`config.mk`:
```
export PLATFORM = sky130hd
export DESIGN_NAME = ppst_ctrl
export DESIGN_NICKNAME = d
export VERILOG_FILES = /design/src/design/ppst_pkg.sv /design/src/design/ppst_ctrl.sv
export SDC_FILE = /design/constraint.sdc
export NUM_CORES = 1
export LEC_CHECK = 0
export BUFFER_PORTS_ARGS = -buffer_cell sky130_fd_sc_hd__buf_2
export CORE_MARGIN = 2
export CORE_UTILIZATION = 46
export DETAILED_ROUTE_END_ITERATION = 16
export PLACE_DENSITY = 0.8
export SKIP_LAST_GASP = 1
export SLEW_MARGIN = 20
export SYNTH_ARGS = -nofsm -noshare
export SYNTH_HDL_FRONTEND = slang
export SYNTH_SLANG_ARGS = --single-unit
```
`constraint.sdc`:
```
create_clock -name clk -period 1.95 [get_ports clk]
set_clock_uncertainty 0.15 [all_clocks]
set_input_delay 0.39 -clock clk [delete_from_list [all_inputs] [get_ports clk]]
set_output_delay 0.39 -clock clk [all_outputs]
set_load 0.02 [all_outputs]
```
`src/design/ppst_pkg.sv`:
```
// ppst_pkg: shared types and constants of the pure pursuit steering block.
// Holds register codes, reset values, datapath widths, the controller state
// type and the command/status structs between controller and datapath.
package ppst_pkg;

  localparam int PATH_DEPTH_DEF = 256;

  localparam int CFG_W  = 31;   // width of every configuration register
  localparam int IDXR_W = 2;    // configuration register index width

  localparam logic [IDXR_W-1:0] REG_LOOKAHEAD = 2'd0;
  localparam logic [IDXR_W-1:0] REG_MAX_SPEED = 2'd1;
  localparam logic [IDXR_W-1:0] REG_MAX_TURN  = 2'd2;
  localparam logic [IDXR_W-1:0] REG_STOP      = 2'd3;

  localparam logic [CFG_W-1:0] LOOKAHEAD_RST = 31'd65536;
  localparam logic [CFG_W-1:0] MAX_SPEED_RST = 31'd32768;
  localparam logic [CFG_W-1:0] MAX_TURN_RST  = 31'd65536;
  localparam logic [CFG_W-1:0] STOP_RST      = 31'd6554;

  localparam int DIFF_W = 33;   // coordinate difference, signed
  localparam int D2_W   = 66;   // squared distance
  localparam int ROOT_W = 33;   // floor square root of a squared distance
  localparam int REM_W  = 35;   // square root remainder
  localparam int LAT_W  = 50;   // lateral offset, signed
  localparam int HALF_W = 25;   // half of the lateral magnitude for the split product
  localparam int PP_W   = 58;   // partial product of the numerator
  localparam int NUM_W  = 84;   // division numerator
  localparam int DSH_W  = 97;   // shifted divisor
  localparam int QUO_W  = 32;   // quotient
  localparam int ITER_W = 6;

  localparam logic [ITER_W-1:0] SQRT_LAST_ITER = 6'd32;
  localparam logic [ITER_W-1:0] DIV_LAST_ITER  = 6'd31;

  // sine polynomial coefficients, Q14
  localparam logic [14:0] SIN_C1 = 15'd21024;
  localparam logic [11:0] SIN_C2 = 12'd2320;
  localparam logic [15:0] SIN_C3 = 16'd51472;
  localparam logic [15:0] QUARTER_TURN = 16'd16384;

  typedef enum logic [1:0] {
    ADDR_IDX,
    ADDR_NEXT,
    ADDR_LAST,
    ADDR_LA
  } addr_sel_t;

  typedef enum logic [4:0] {
    ST_IDLE,
    ST_S_RD, ST_S_MUL, ST_S_ADD, ST_S_CMP,
    ST_W_INIT, ST_W_RDP, ST_W_PREV, ST_W_CHK, ST_W_RDN, ST_W_MUL, ST_W_ADD,
    ST_W_SQ0, ST_W_SQ, ST_W_ACC, ST_W_TST,
    ST_F_RD, ST_F_MUL, ST_F_ADD, ST_F_REACH,
    ST_T_RD, ST_T_MUL, ST_T_ADD, ST_T_CHK,
    ST_N_LO, ST_N_HI, ST_N_ADD, ST_D0, ST_D,
    ST_FINISH
  } ppst_state_t;

  typedef struct packed {
    logic      pose_cap;
    logic      pt_write;
    logic      rd_en;
    addr_sel_t rd_sel;
    logic      sq_prev;
    logic      sq_mul;
    logic      sq_add;
    logic      best_upd;
    logic      idx_clr;
    logic      idx_inc;
    logic      walk_init;
    logic      prev_load;
    logic      sqrt_start;
    logic      sqrt_step;
    logic      acc_add;
    logic      reach_load;
    logic      lat_mul;
    logic      lat_add;
    logic      num_lo;
    logic      num_hi;
    logic      num_add;
    logic      div_start;
    logic      div_step;
    logic      out_load;
  } ppst_cmd_t;

  typedef struct packed {
    logic count_zero;
    logic last_idx;
    logic has_next;
    logic iter_last;
    logic acc_ge;
    logic d2_zero;
  } ppst_sts_t;

endpackage

```
`src/design/ppst_ctrl.sv`:
```
// ppst_ctrl: sequencer of the pure pursuit steering block.
// Drives ppst_dp through ppst_pkg command/status structs; owns the
// input stall and the output valid flag.
module ppst_ctrl (
  input  logic                 clk,
  input  logic                 rst,
  input  logic                 in_valid,
  output logic                 in_stall,
  input  logic                 mode,
  output logic                 out_valid,
  input  logic                 out_stall,
  input  ppst_pkg::ppst_sts_t  sts,
  output ppst_pkg::ppst_cmd_t  cmd
);

  ppst_pkg::ppst_state_t state, state_next;
  logic in_xfer;

  assign in_stall = (state != ppst_pkg::ST_IDLE);
  assign in_xfer  = in_valid && !in_stall;

  // state register
  always_ff @(posedge clk) begin
    if (rst) begin
      state <= ppst_pkg::ST_IDLE;
    end else begin
      state <= state_next;
    end
  end

  // result valid: set on load, cleared by an output transfer
  always_ff @(posedge clk) begin
    if (rst) begin
      out_valid <= 1'b0;
    end else if (cmd.out_load) begin
      out_valid <= 1'b1;
    end else if (out_valid && !out_stall) begin
      out_valid <= 1'b0;
    end
  end

  // next state and commands
  always_comb begin
    state_next = state;
    cmd        = '0;
    cmd.rd_sel = ppst_pkg::ADDR_IDX;
    unique case (state)
      ppst_pkg::ST_IDLE: begin
        if (in_xfer && !mode) begin
          cmd.pt_write = 1'b1;
        end else if (in_xfer) begin
          cmd.pose_cap = 1'b1;
          if (sts.count_zero) begin
            state_next = ppst_pkg::ST_FINISH;
          end else begin
            cmd.idx_clr = 1'b1;
            state_next  = ppst_pkg::ST_S_RD;
          end
        end
      end
      // closest point search
      ppst_pkg::ST_S_RD: begin
        cmd.rd_en  = 1'b1;
        state_next = ppst_pkg::ST_S_MUL;
      end
      ppst_pkg::ST_S_MUL: begin
        cmd.sq_mul = 1'b1;
        state_next = ppst_pkg::ST_S_ADD;
      end
      ppst_pkg::ST_S_ADD: begin
        cmd.sq_add = 1'b1;
        state_next = ppst_pkg::ST_S_CMP;
      end
      ppst_pkg::ST_S_CMP: begin
        cmd.best_upd = 1'b1;
        if (sts.last_idx) begin
          state_next = ppst_pkg::ST_W_INIT;
        end else begin
          cmd.idx_inc = 1'b1;
          state_next  = ppst_pkg::ST_S_RD;
        end
      end
      // lookahead walk
      ppst_pkg::ST_W_INIT: begin
        cmd.walk_init = 1'b1;
        state_next    = ppst_pkg::ST_W_RDP;
      end
      ppst_pkg::ST_W_RDP: begin
        cmd.rd_en  = 1'b1;
        state_next = ppst_pkg::ST_W_PREV;
      end
      ppst_pkg::ST_W_PREV: begin
        cmd.prev_load = 1'b1;
        state_next    = ppst_pkg::ST_W_CHK;
      end
      ppst_pkg::ST_W_CHK: begin
        state_next = sts.has_next ? ppst_pkg::ST_W_RDN : ppst_pkg::ST_F_RD;
      end
      ppst_pkg::ST_W_RDN: begin
        cmd.rd_en  = 1'b1;
        cmd.rd_sel = ppst_pkg::ADDR_NEXT;
        state_next = ppst_pkg::ST_W_MUL;
      end
      ppst_pkg::ST_W_MUL: begin
        cmd.sq_mul  = 1'b1;
        cmd.sq_prev = 1'b1;
        state_next  = ppst_pkg::ST_W_ADD;
      end
      ppst_pkg::ST_W_ADD: begin
        cmd.sq_add = 1'b1;
        state_next = ppst_pkg::ST_W_SQ0;
      end
      ppst_pkg::ST_W_SQ0: begin
        cmd.sqrt_start = 1'b1;
        state_next     = ppst_pkg::ST_W_SQ;
      end
      ppst_pkg::ST_W_SQ: begin
        cmd.sqrt_step = 1'b1;
        if (sts.iter_last) begin
          state_next = ppst_pkg::ST_W_ACC;
        end
      end
      ppst_pkg::ST_W_ACC: begin
        cmd.acc_add = 1'b1;
        state_next  = ppst_pkg::ST_W_TST;
      end
      ppst_pkg::ST_W_TST: begin
        state_next = sts.acc_ge ? ppst_pkg::ST_F_RD : ppst_pkg::ST_W_CHK;
      end
      // final point, reached test
      ppst_pkg::ST_F_RD: begin
        cmd.rd_en  = 1'b1;
        cmd.rd_sel = ppst_pkg::ADDR_LAST;
        state_next = ppst_pkg::ST_F_MUL;
      end
      ppst_pkg::ST_F_MUL: begin
        cmd.sq_mul = 1'b1;
        state_next = ppst_pkg::ST_F_ADD;
      end
      ppst_pkg::ST_F_ADD: begin
        cmd.sq_add = 1'b1;
        state_next = ppst_pkg::ST_F_REACH;
      end
      ppst_pkg::ST_F_REACH: begin
        cmd.reach_load = 1'b1;
        state_next     = ppst_pkg::ST_T_RD;
      end
      // target point: distance and lateral offset
      ppst_pkg::ST_T_RD: begin
        cmd.rd_en  = 1'b1;
        cmd.rd_sel = ppst_pkg::ADDR_LA;
        state_next = ppst_pkg::ST_T_MUL;
      end
      ppst_pkg::ST_T_MUL: begin
        cmd.sq_mul  = 1'b1;
        cmd.lat_mul = 1'b1;
        state_next  = ppst_pkg::ST_T_ADD;
      end
      ppst_pkg::ST_T_ADD: begin
        cmd.sq_add  = 1'b1;
        cmd.lat_add = 1'b1;
        state_next  = ppst_pkg::ST_T_CHK;
      end
      ppst_pkg::ST_T_CHK: begin
        state_next = sts.d2_zero ? ppst_pkg::ST_FINISH : ppst_pkg::ST_N_LO;
      end
      // turn rate numerator and division
      ppst_pkg::ST_N_LO: begin
        cmd.num_lo = 1'b1;
        state_next = ppst_pkg::ST_N_HI;
      end
      ppst_pkg::ST_N_HI: begin
        cmd.num_hi = 1'b1;
        state_next = ppst_pkg::ST_N_ADD;
      end
      ppst_pkg::ST_N_ADD: begin
        cmd.num_add = 1'b1;
        state_next  = ppst_pkg::ST_D0;
      end
      ppst_pkg::ST_D0: begin
        cmd.div_start = 1'b1;
        state_next    = ppst_pkg::ST_D;
      end
      ppst_pkg::ST_D: begin
        cmd.div_step = 1'b1;
        if (sts.iter_last) begin
          state_next = ppst_pkg::ST_FINISH;
        end
      end
      ppst_pkg::ST_FINISH: begin
        if (!out_valid || !out_stall) begin
          cmd.out_load = 1'b1;
          state_next   = ppst_pkg::ST_IDLE;
        end
      end
      default: begin
        state_next = ppst_pkg::ST_IDLE;
      end
    endcase
  end

endmodule

```
==> results of run 1 <==
power groups by stage:
stage / Clock [mW] / Combinational, mW / Sequential (mW)
6_report: 0.122 / 1.78 / 0.305
5_1_grt: 0.131 / 1.88 / 0.307
3_3_place_gp: 0 / 1.39 / 0.260
4_1_cts: 0.123 / 1.55 / 0.278
3_5_place_dp: 0 / 1.42 / 0.263
2_1_floorplan: 0 / 1.09 / 0.204
synth_stat cells (2+ instances only):
library cell | instances | share of area [%]
nor2_1 | 16 | 7.1
nor3_1 | 11 | 6.5
buf_2 | 9 | 5.3
nand2_1 | 7 | 3.1
dfxtp_1 | 6 | 14
nand2b_1 | 6 | 4.4
nor2b_1 | 6 | 4.4
a21oi_1 | 5 | 2.9
nand3_1 | 5 | 2.9
nor4_1 | 4 | 2.9
a22oi_1 | 3 | 2.7
a2111oi_0 | 2 | 2.1
a211oi_1 | 2 | 1.8
a21o_1 | 2 | 1.8
a311oi_1 | 2 | 2.1
a31oi_1 | 2 | 1.5
inv_1 | 2 | 0.88
mux2i_1 | 2 | 2.4
nand3b_1 | 2 | 1.8
cells by family after synthesis:
group / count (synthesis)
buf+inv: 15
compound gates: 32
simple gates: 67
mux: 2
flops: 6
xor+xnor: 1
flip-flops by register name (all words and copies together), names as in the netlist:
register and cells:
state 5, out_valid 1
how the worst max path moves through the flow:
stage | end | cells past startpoint
finish | cmd[14] | 4
global route | cmd[15] | 5
CTS | cmd[15] | 5
detailed placement | state[2] | 5
global placement | cmd[15] | 5
floorplan | cmd[15] | 6
metal layers:
layer / routed length (um) / vias up
li1: - / 565
met1: 1211 / 559
met2: 1508 / 90
met3: 298 / 10
met4: 74 / 0
met5: 0 / -
metrics by stage:
stage	power [mW]	hold WS, ns	utilization [%]	setup WS, ns
2_1_floorplan	1.293	0.3079	-	-0.05759
6_report	2.205	0.2526	77.10	-0.07131
5_1_grt	2.322	0.2439	77.10	-0.1229
3_3_place_gp	1.645	0.3510	64.64	0.1555
4_1_cts	1.954	0.2433	71.09	-0.07953
3_5_place_dp	1.686	0.3583	64.64	0.09888
area by class of cell:
type,count,area share (%)
Timing Repair Buffer,58,31.20
Clock buffer,3,1.692
Inverter,3,0.8459
Multi-Input combinational cell,102,53.85
Sequential cell,6,10.06
Tap cell,25,2.350
timing repair:
| item | 4_1_cts | 5_1_grt |
|---|---|---|
| setup buffers | 3 | 5 |
| setup endpoints to repair | 21 | 21 |
| resized for setup | 14 | 20 |
| cloned | 1 | 0 |
| pin swaps | 2 | 0 |
==> run_results.csv, run 1 <==
group,metric,value,unit
outcome,status,"finished with violations",
outcome,violations,"setup timing",
final_layout,syn_to_final_growth,56.70,%
worst_hold_path,min_to,"state[2]",
place,place_inst,185,
pwr,p_seq_share,13.8,%
route,vias,1224,
final_layout,regArea,133.9,um2
critical_path,setup.worst_path.start,"state[1]",
pwr,p_sw_share,50.54,%
global_route,use_met2,49.32,%
logic_synthesis,synth_top_family_by_area,"simple AND/OR/NAND/NOR gates",
route,drc,0,
die,placementRows,15,
critical_path,timing.critical_path.buf_inv,2,
sta,rsz0062_at_grt,"yes",
final_layout,final_common_cell,"buf_2",
sta,fin_crit,2.021,ns
final_layout,final_nets,185,
critical_path,reg2reg_to,"state[3]",
logic_synthesis,synth_fa_ha_area_share,0,%
clock_tree,root_buffer,"clkbuf_4",
logic_synthesis,synth_compound_area_share,30.93,%
critical_path,slowest_delay,0.43,ns
die,num_io_pins,38,
pwr,comb_power_share,80.6,%
clock_tree,cts_tree,"done",
logic_synthesis,synthFlopType,"dfxtp_1",
clock_tree,max-clock-path-buffers,2,
final_layout,n_antenna_cell,0,
critical_path,path_cells,"buf_6, or3b_4, nor4_2, buf_4",
flow_run,max_cap_viol_count,0,
sta,max_clock_freq,0.4947,GHz
logic_synthesis,synth-seq-area-share,14.14,%
logic_synthesis,synth-simple-area-share,42.27,%
final_layout,multi_input_area,716.9,um2
sta,final_max_slew_viol_count,0,
critical_path,crit_family,"simple AND/OR/NAND/NOR gates",
critical_path,reg2reg_depth,6,
place,place_congestion,0.8531,
critical_path,crit_arrival,1.48,ns
route,drtIter0Drc,44,
clock_tree,cts_sinks,6,
clock_tree,clk_pin_slew,0.05,ns
route,vias_per_cell,6.213,
sta,slew_headroom,73.21,%
final_layout,fin_cells,197,
die,core-area,1727,um2
route,drtAntennaViolNets,0,
critical_path,slowest_stage,"or3b_4",
die,die_width,46.98,um
global_route,overflow,0,
critical_path,critPathKind,"flop to output pin",
pwr,p_sw,1.115,mW
logic_synthesis,synth_seq_cells,6,
final_layout,nFillCells,130,
final_layout,final_cell_area,1331,um2
pwr,clkPwrFrac,5.6,%
clock_tree,clk_latency,0.25,ns
sta,fin_ws,-0.07131,ns
clock_tree,hold_buffers,0,
sta,tightest_slew,0.3917,ns
final_layout,drive_gt1_share,50.58,%
global_route,grt_usage,28.54,%
place,port_buffers,37,
logic_synthesis,syn_area_per_cell,6.907,um2
global_route,grt_util_met3,5.000,%
logic_synthesis,synth_xor_area_share,1.031,%
global_route,grt_pass1_vias,1020,
critical_path,critPathMaxFanout,6,
sta,setup_viol,5,
global_route,grt.met1_usage,34.10,%
logic_synthesis,synth_edf_count,0,
logic_synthesis,synth_cell_type_count,48,
sta,finalHoldViolCount,0,
logic_synthesis,muxShareOfSynthArea,2.356,%
die,die_y,46.98,um
critical_path,timing.rr.start,"state[0]",
die,start_util,49.20,%
critical_path,end_kind,"output pin",
route,wl,3092,um
critical_path,rrSetupSlack,0.02,ns
sta,period_share,103.7,%
clock_tree,cts_made_buffers,3,
global_route,antenna_found_initial,0,
route,drt-pass1-iter-count,4,
die,fp.dieArea,2207,um2
route,wl_per_cell,15.70,um
pwr,cellLeakagePower,0.5844,nW
final_layout,final_cell_mix,"buf_2 (29), buf_4 (23), nor2_1 (15), nor3_1 (8), nand2_1 (6)",
global_route,grt_max_degree,14,
logic_synthesis,synth_area,849.6,um2
logic_synthesis,postSynthNetCount,134,
worst_hold_path,min_from,"rst",
pwr,power.internal,1.091,mW
critical_path,start_kind,"flop",
critical_path,required,1.41,ns
worst_hold_path,worstHoldPathType,"input port to flop",
sta,fin_setup_tns,-0.1477,ns
logic_synthesis,yosys_warnings,0,
worst_hold_path,worstHoldPathCells,2,
clock_tree,htreeDepth,1,
global_route,grt_pass1_wl,4450,um
place,hpwl,2010,um
global_route,busiest_layer,"met2",
pwr,cellPowerDensity,1657,nW/um2
logic_synthesis,synthArstFlopShare,0,%
place,placed_cell_area,1116,um2
pwr,ir_worst_vdd,1004,uV
logic_synthesis,synthCells,123,
(Power assumes the default switching activity.)
==> inputs of run 2 (changes only) <==
==> constraint.sdc (replaced) <==
create_clock -name clk -period 1.95 [get_ports clk]
set_clock_uncertainty 0.15 [all_clocks]
set_input_delay 0.0975 -clock clk [delete_from_list [all_inputs] [get_ports clk]]
set_output_delay 0.0975 -clock clk [all_outputs]
set_load 0.02 [all_outputs]
==> run_results.csv, run 2 (same netlist as run 1, synthesis figures left out) <==
group,metric,value,unit
global_route,antenna_found_initial,0,
critical_path,required,1.70,ns
critical_path,crit_arrival,1.66,ns
pwr,finalPower,1.885,mW
route,vias,1174,
global_route,grt_max_degree,16,
sta,max_clock_freq,0.5242,GHz
final_layout,fin_cells,194,
place,port_buffers,37,
route,drt-pass1-iter-count,4,
sta,slew_headroom,69.96,%
final_layout,largest_reg_flops,5,
die,num_io_pins,38,
critical_path,end_kind,"output pin",
sta,finalHoldViolCount,0,
global_route,grt_usage,28.13,%
clock_tree,cts_sinks,6,
die,start_util,49.20,%
critical_path,critPathMaxFanout,15,
route,drtAntennaViolNets,0,
clock_tree,clk_latency,0.25,ns
route,wl,2941,um
sta,period_share,97.83,%
route,wl_per_cell,15.16,um
critical_path,slowest_stage,"dfxtp_2",
worst_hold_path,worstHoldPathType,"input port to flop",
final_layout,final_util,67.75,%
place,placed_cell_area,1126,um2
sta,fin_crit,1.908,ns
critical_path,critPathKind,"flop to output pin",
place,place_congestion,0.8382,
final_layout,regMostFlops,"state",
outcome,status,"finished, final reports clean",
die,placementRows,15,
die,fp.dieArea,2207,um2
clock_tree,max-clock-path-buffers,2,
sta,tightest_slew,0.4494,ns
pwr,cellLeakagePower,0.5280,nW
final_layout,final_cell_mix,"buf_2 (37), buf_4 (17), nor2_1 (16), nor3_1 (11), nand2_1 (7)",
sta,timing.hold.ws,0.02319,ns
place,place_inst,190,
clock_tree,cts_tree,"done",
pwr,ir_worst_vdd,747.9,uV
sta,fin_ws,0.04228,ns
critical_path,start_kind,"flop",
final_layout,nFillCells,154,
critical_path,path_cells,"nor3_1, and2_1, and3_1, nor2b_1, buf_2",
sta,fin_setup_tns,0,ns
final_layout,final_cell_area,1170,um2
clock_tree,cts_made_buffers,3,
clock_tree,root_buffer,"clkbuf_4",
route,drc,0,
sta,rsz0062_at_grt,"no",
sta,final_max_slew_viol_count,0,
final_layout,drive_gt1_share,39.64,%
final_layout,largestRegisters,"state (5), out_valid (1)",
route,drtIter0Drc,45,
sta,setup_viol,0,
critical_path,slowest_delay,0.40,ns
final_layout,final_common_cell,"buf_2",
die,die_y,46.98,um
global_route,grt_pass1_wl,4533,um
clock_tree,clk_pin_slew,0.05,ns
global_route,overflow,0,
place,hpwl,2133,um
global_route,grt_pass1_vias,1051,
final_layout,final_nets,182,
final_layout,n_antenna_cell,0,
flow_run,max_cap_viol_count,0,
route,vias_per_cell,6.052,
pwr,cellPowerDensity,1611,nW/um2
clock_tree,htreeDepth,1,
final_layout,syn_to_final_growth,37.70,%
die,core-area,1727,um2
place,dp_slack,0.06839,ns
die,die_width,46.98,um
run 2: cell types whose count changed in the layout (fill, tap and decap cells not counted), moves of 2 or more:
| cell | delta |
|---|---|
| nor2b_1 | +4 |
| nor3_2 | -3 |
| buf_6 | -4 |
| nor2b_2 | -4 |
| buf_4 | -6 |
| dfxtp_1 | +2 |
| dfxtp_4 | -3 |
| nor3_1 | +3 |
| nand2b_1 | +2 |
| buf_2 | +8 |
run 2: critical path, delay by kind of cell (launching register included):
family / cells / cell delay, ns
buffers and inverters: 1 / 0.16
DFF: 1 / 0.40
and+or+nand+nor: 4 / 0.84
run 2: final cells by class:
type	instances	area [um2]	share of cell area [%]
Clock buffer	3	22.52	1.925
Inverter	3	11.26	0.9626
Multi-Input combinational cell	102	658.1	56.26
Sequential cell	6	123.9	10.59
Tap cell	25	31.28	2.674
Timing Repair Buffer	55	322.8	27.59
run 2: final timing paths:
check	start	endpoint	slack, ns	cells past startpoint
worst max-delay path	state[1]	cmd[15]	0.04	5
worst max register to register	state[0]	state[4]	0.22	4
worst min-delay path	out_stall	out_valid	0.02	3
worst min register to register	out_valid	out_valid	0.39	2
run 2: metal layers:
metal / vias up / track usage, % / share of wire (%) / wire [um]
met1: 530 / 34.48 / 42 / 1233
met4: 0 / 13.33 / 2.9 / 86
met5: - / 0 / 0 / 0
met3: 11 / 4.615 / 8.8 / 258
met2: 77 / 47.67 / 46 / 1362
li1: 556 / - / - / -
run 2: power by group:
| part | internal [mW] | switching [mW] |
|---|---|---|
| combinational | 0.607 | 0.858 |
| sequential | 0.178 | 0.122 |
| clock | 0.0700 | 0.0502 |
run 2: what timing repair did:
action | CTS | global route
gates resized for setup | 2 | 3
setup buffers | 0 | 0
setup endpoints to repair | 2 | 5
hold buffers | 1 | 0
hold endpoints to repair | 5 | 0
pin swaps | 0 | 0
cloned | 0 | 0
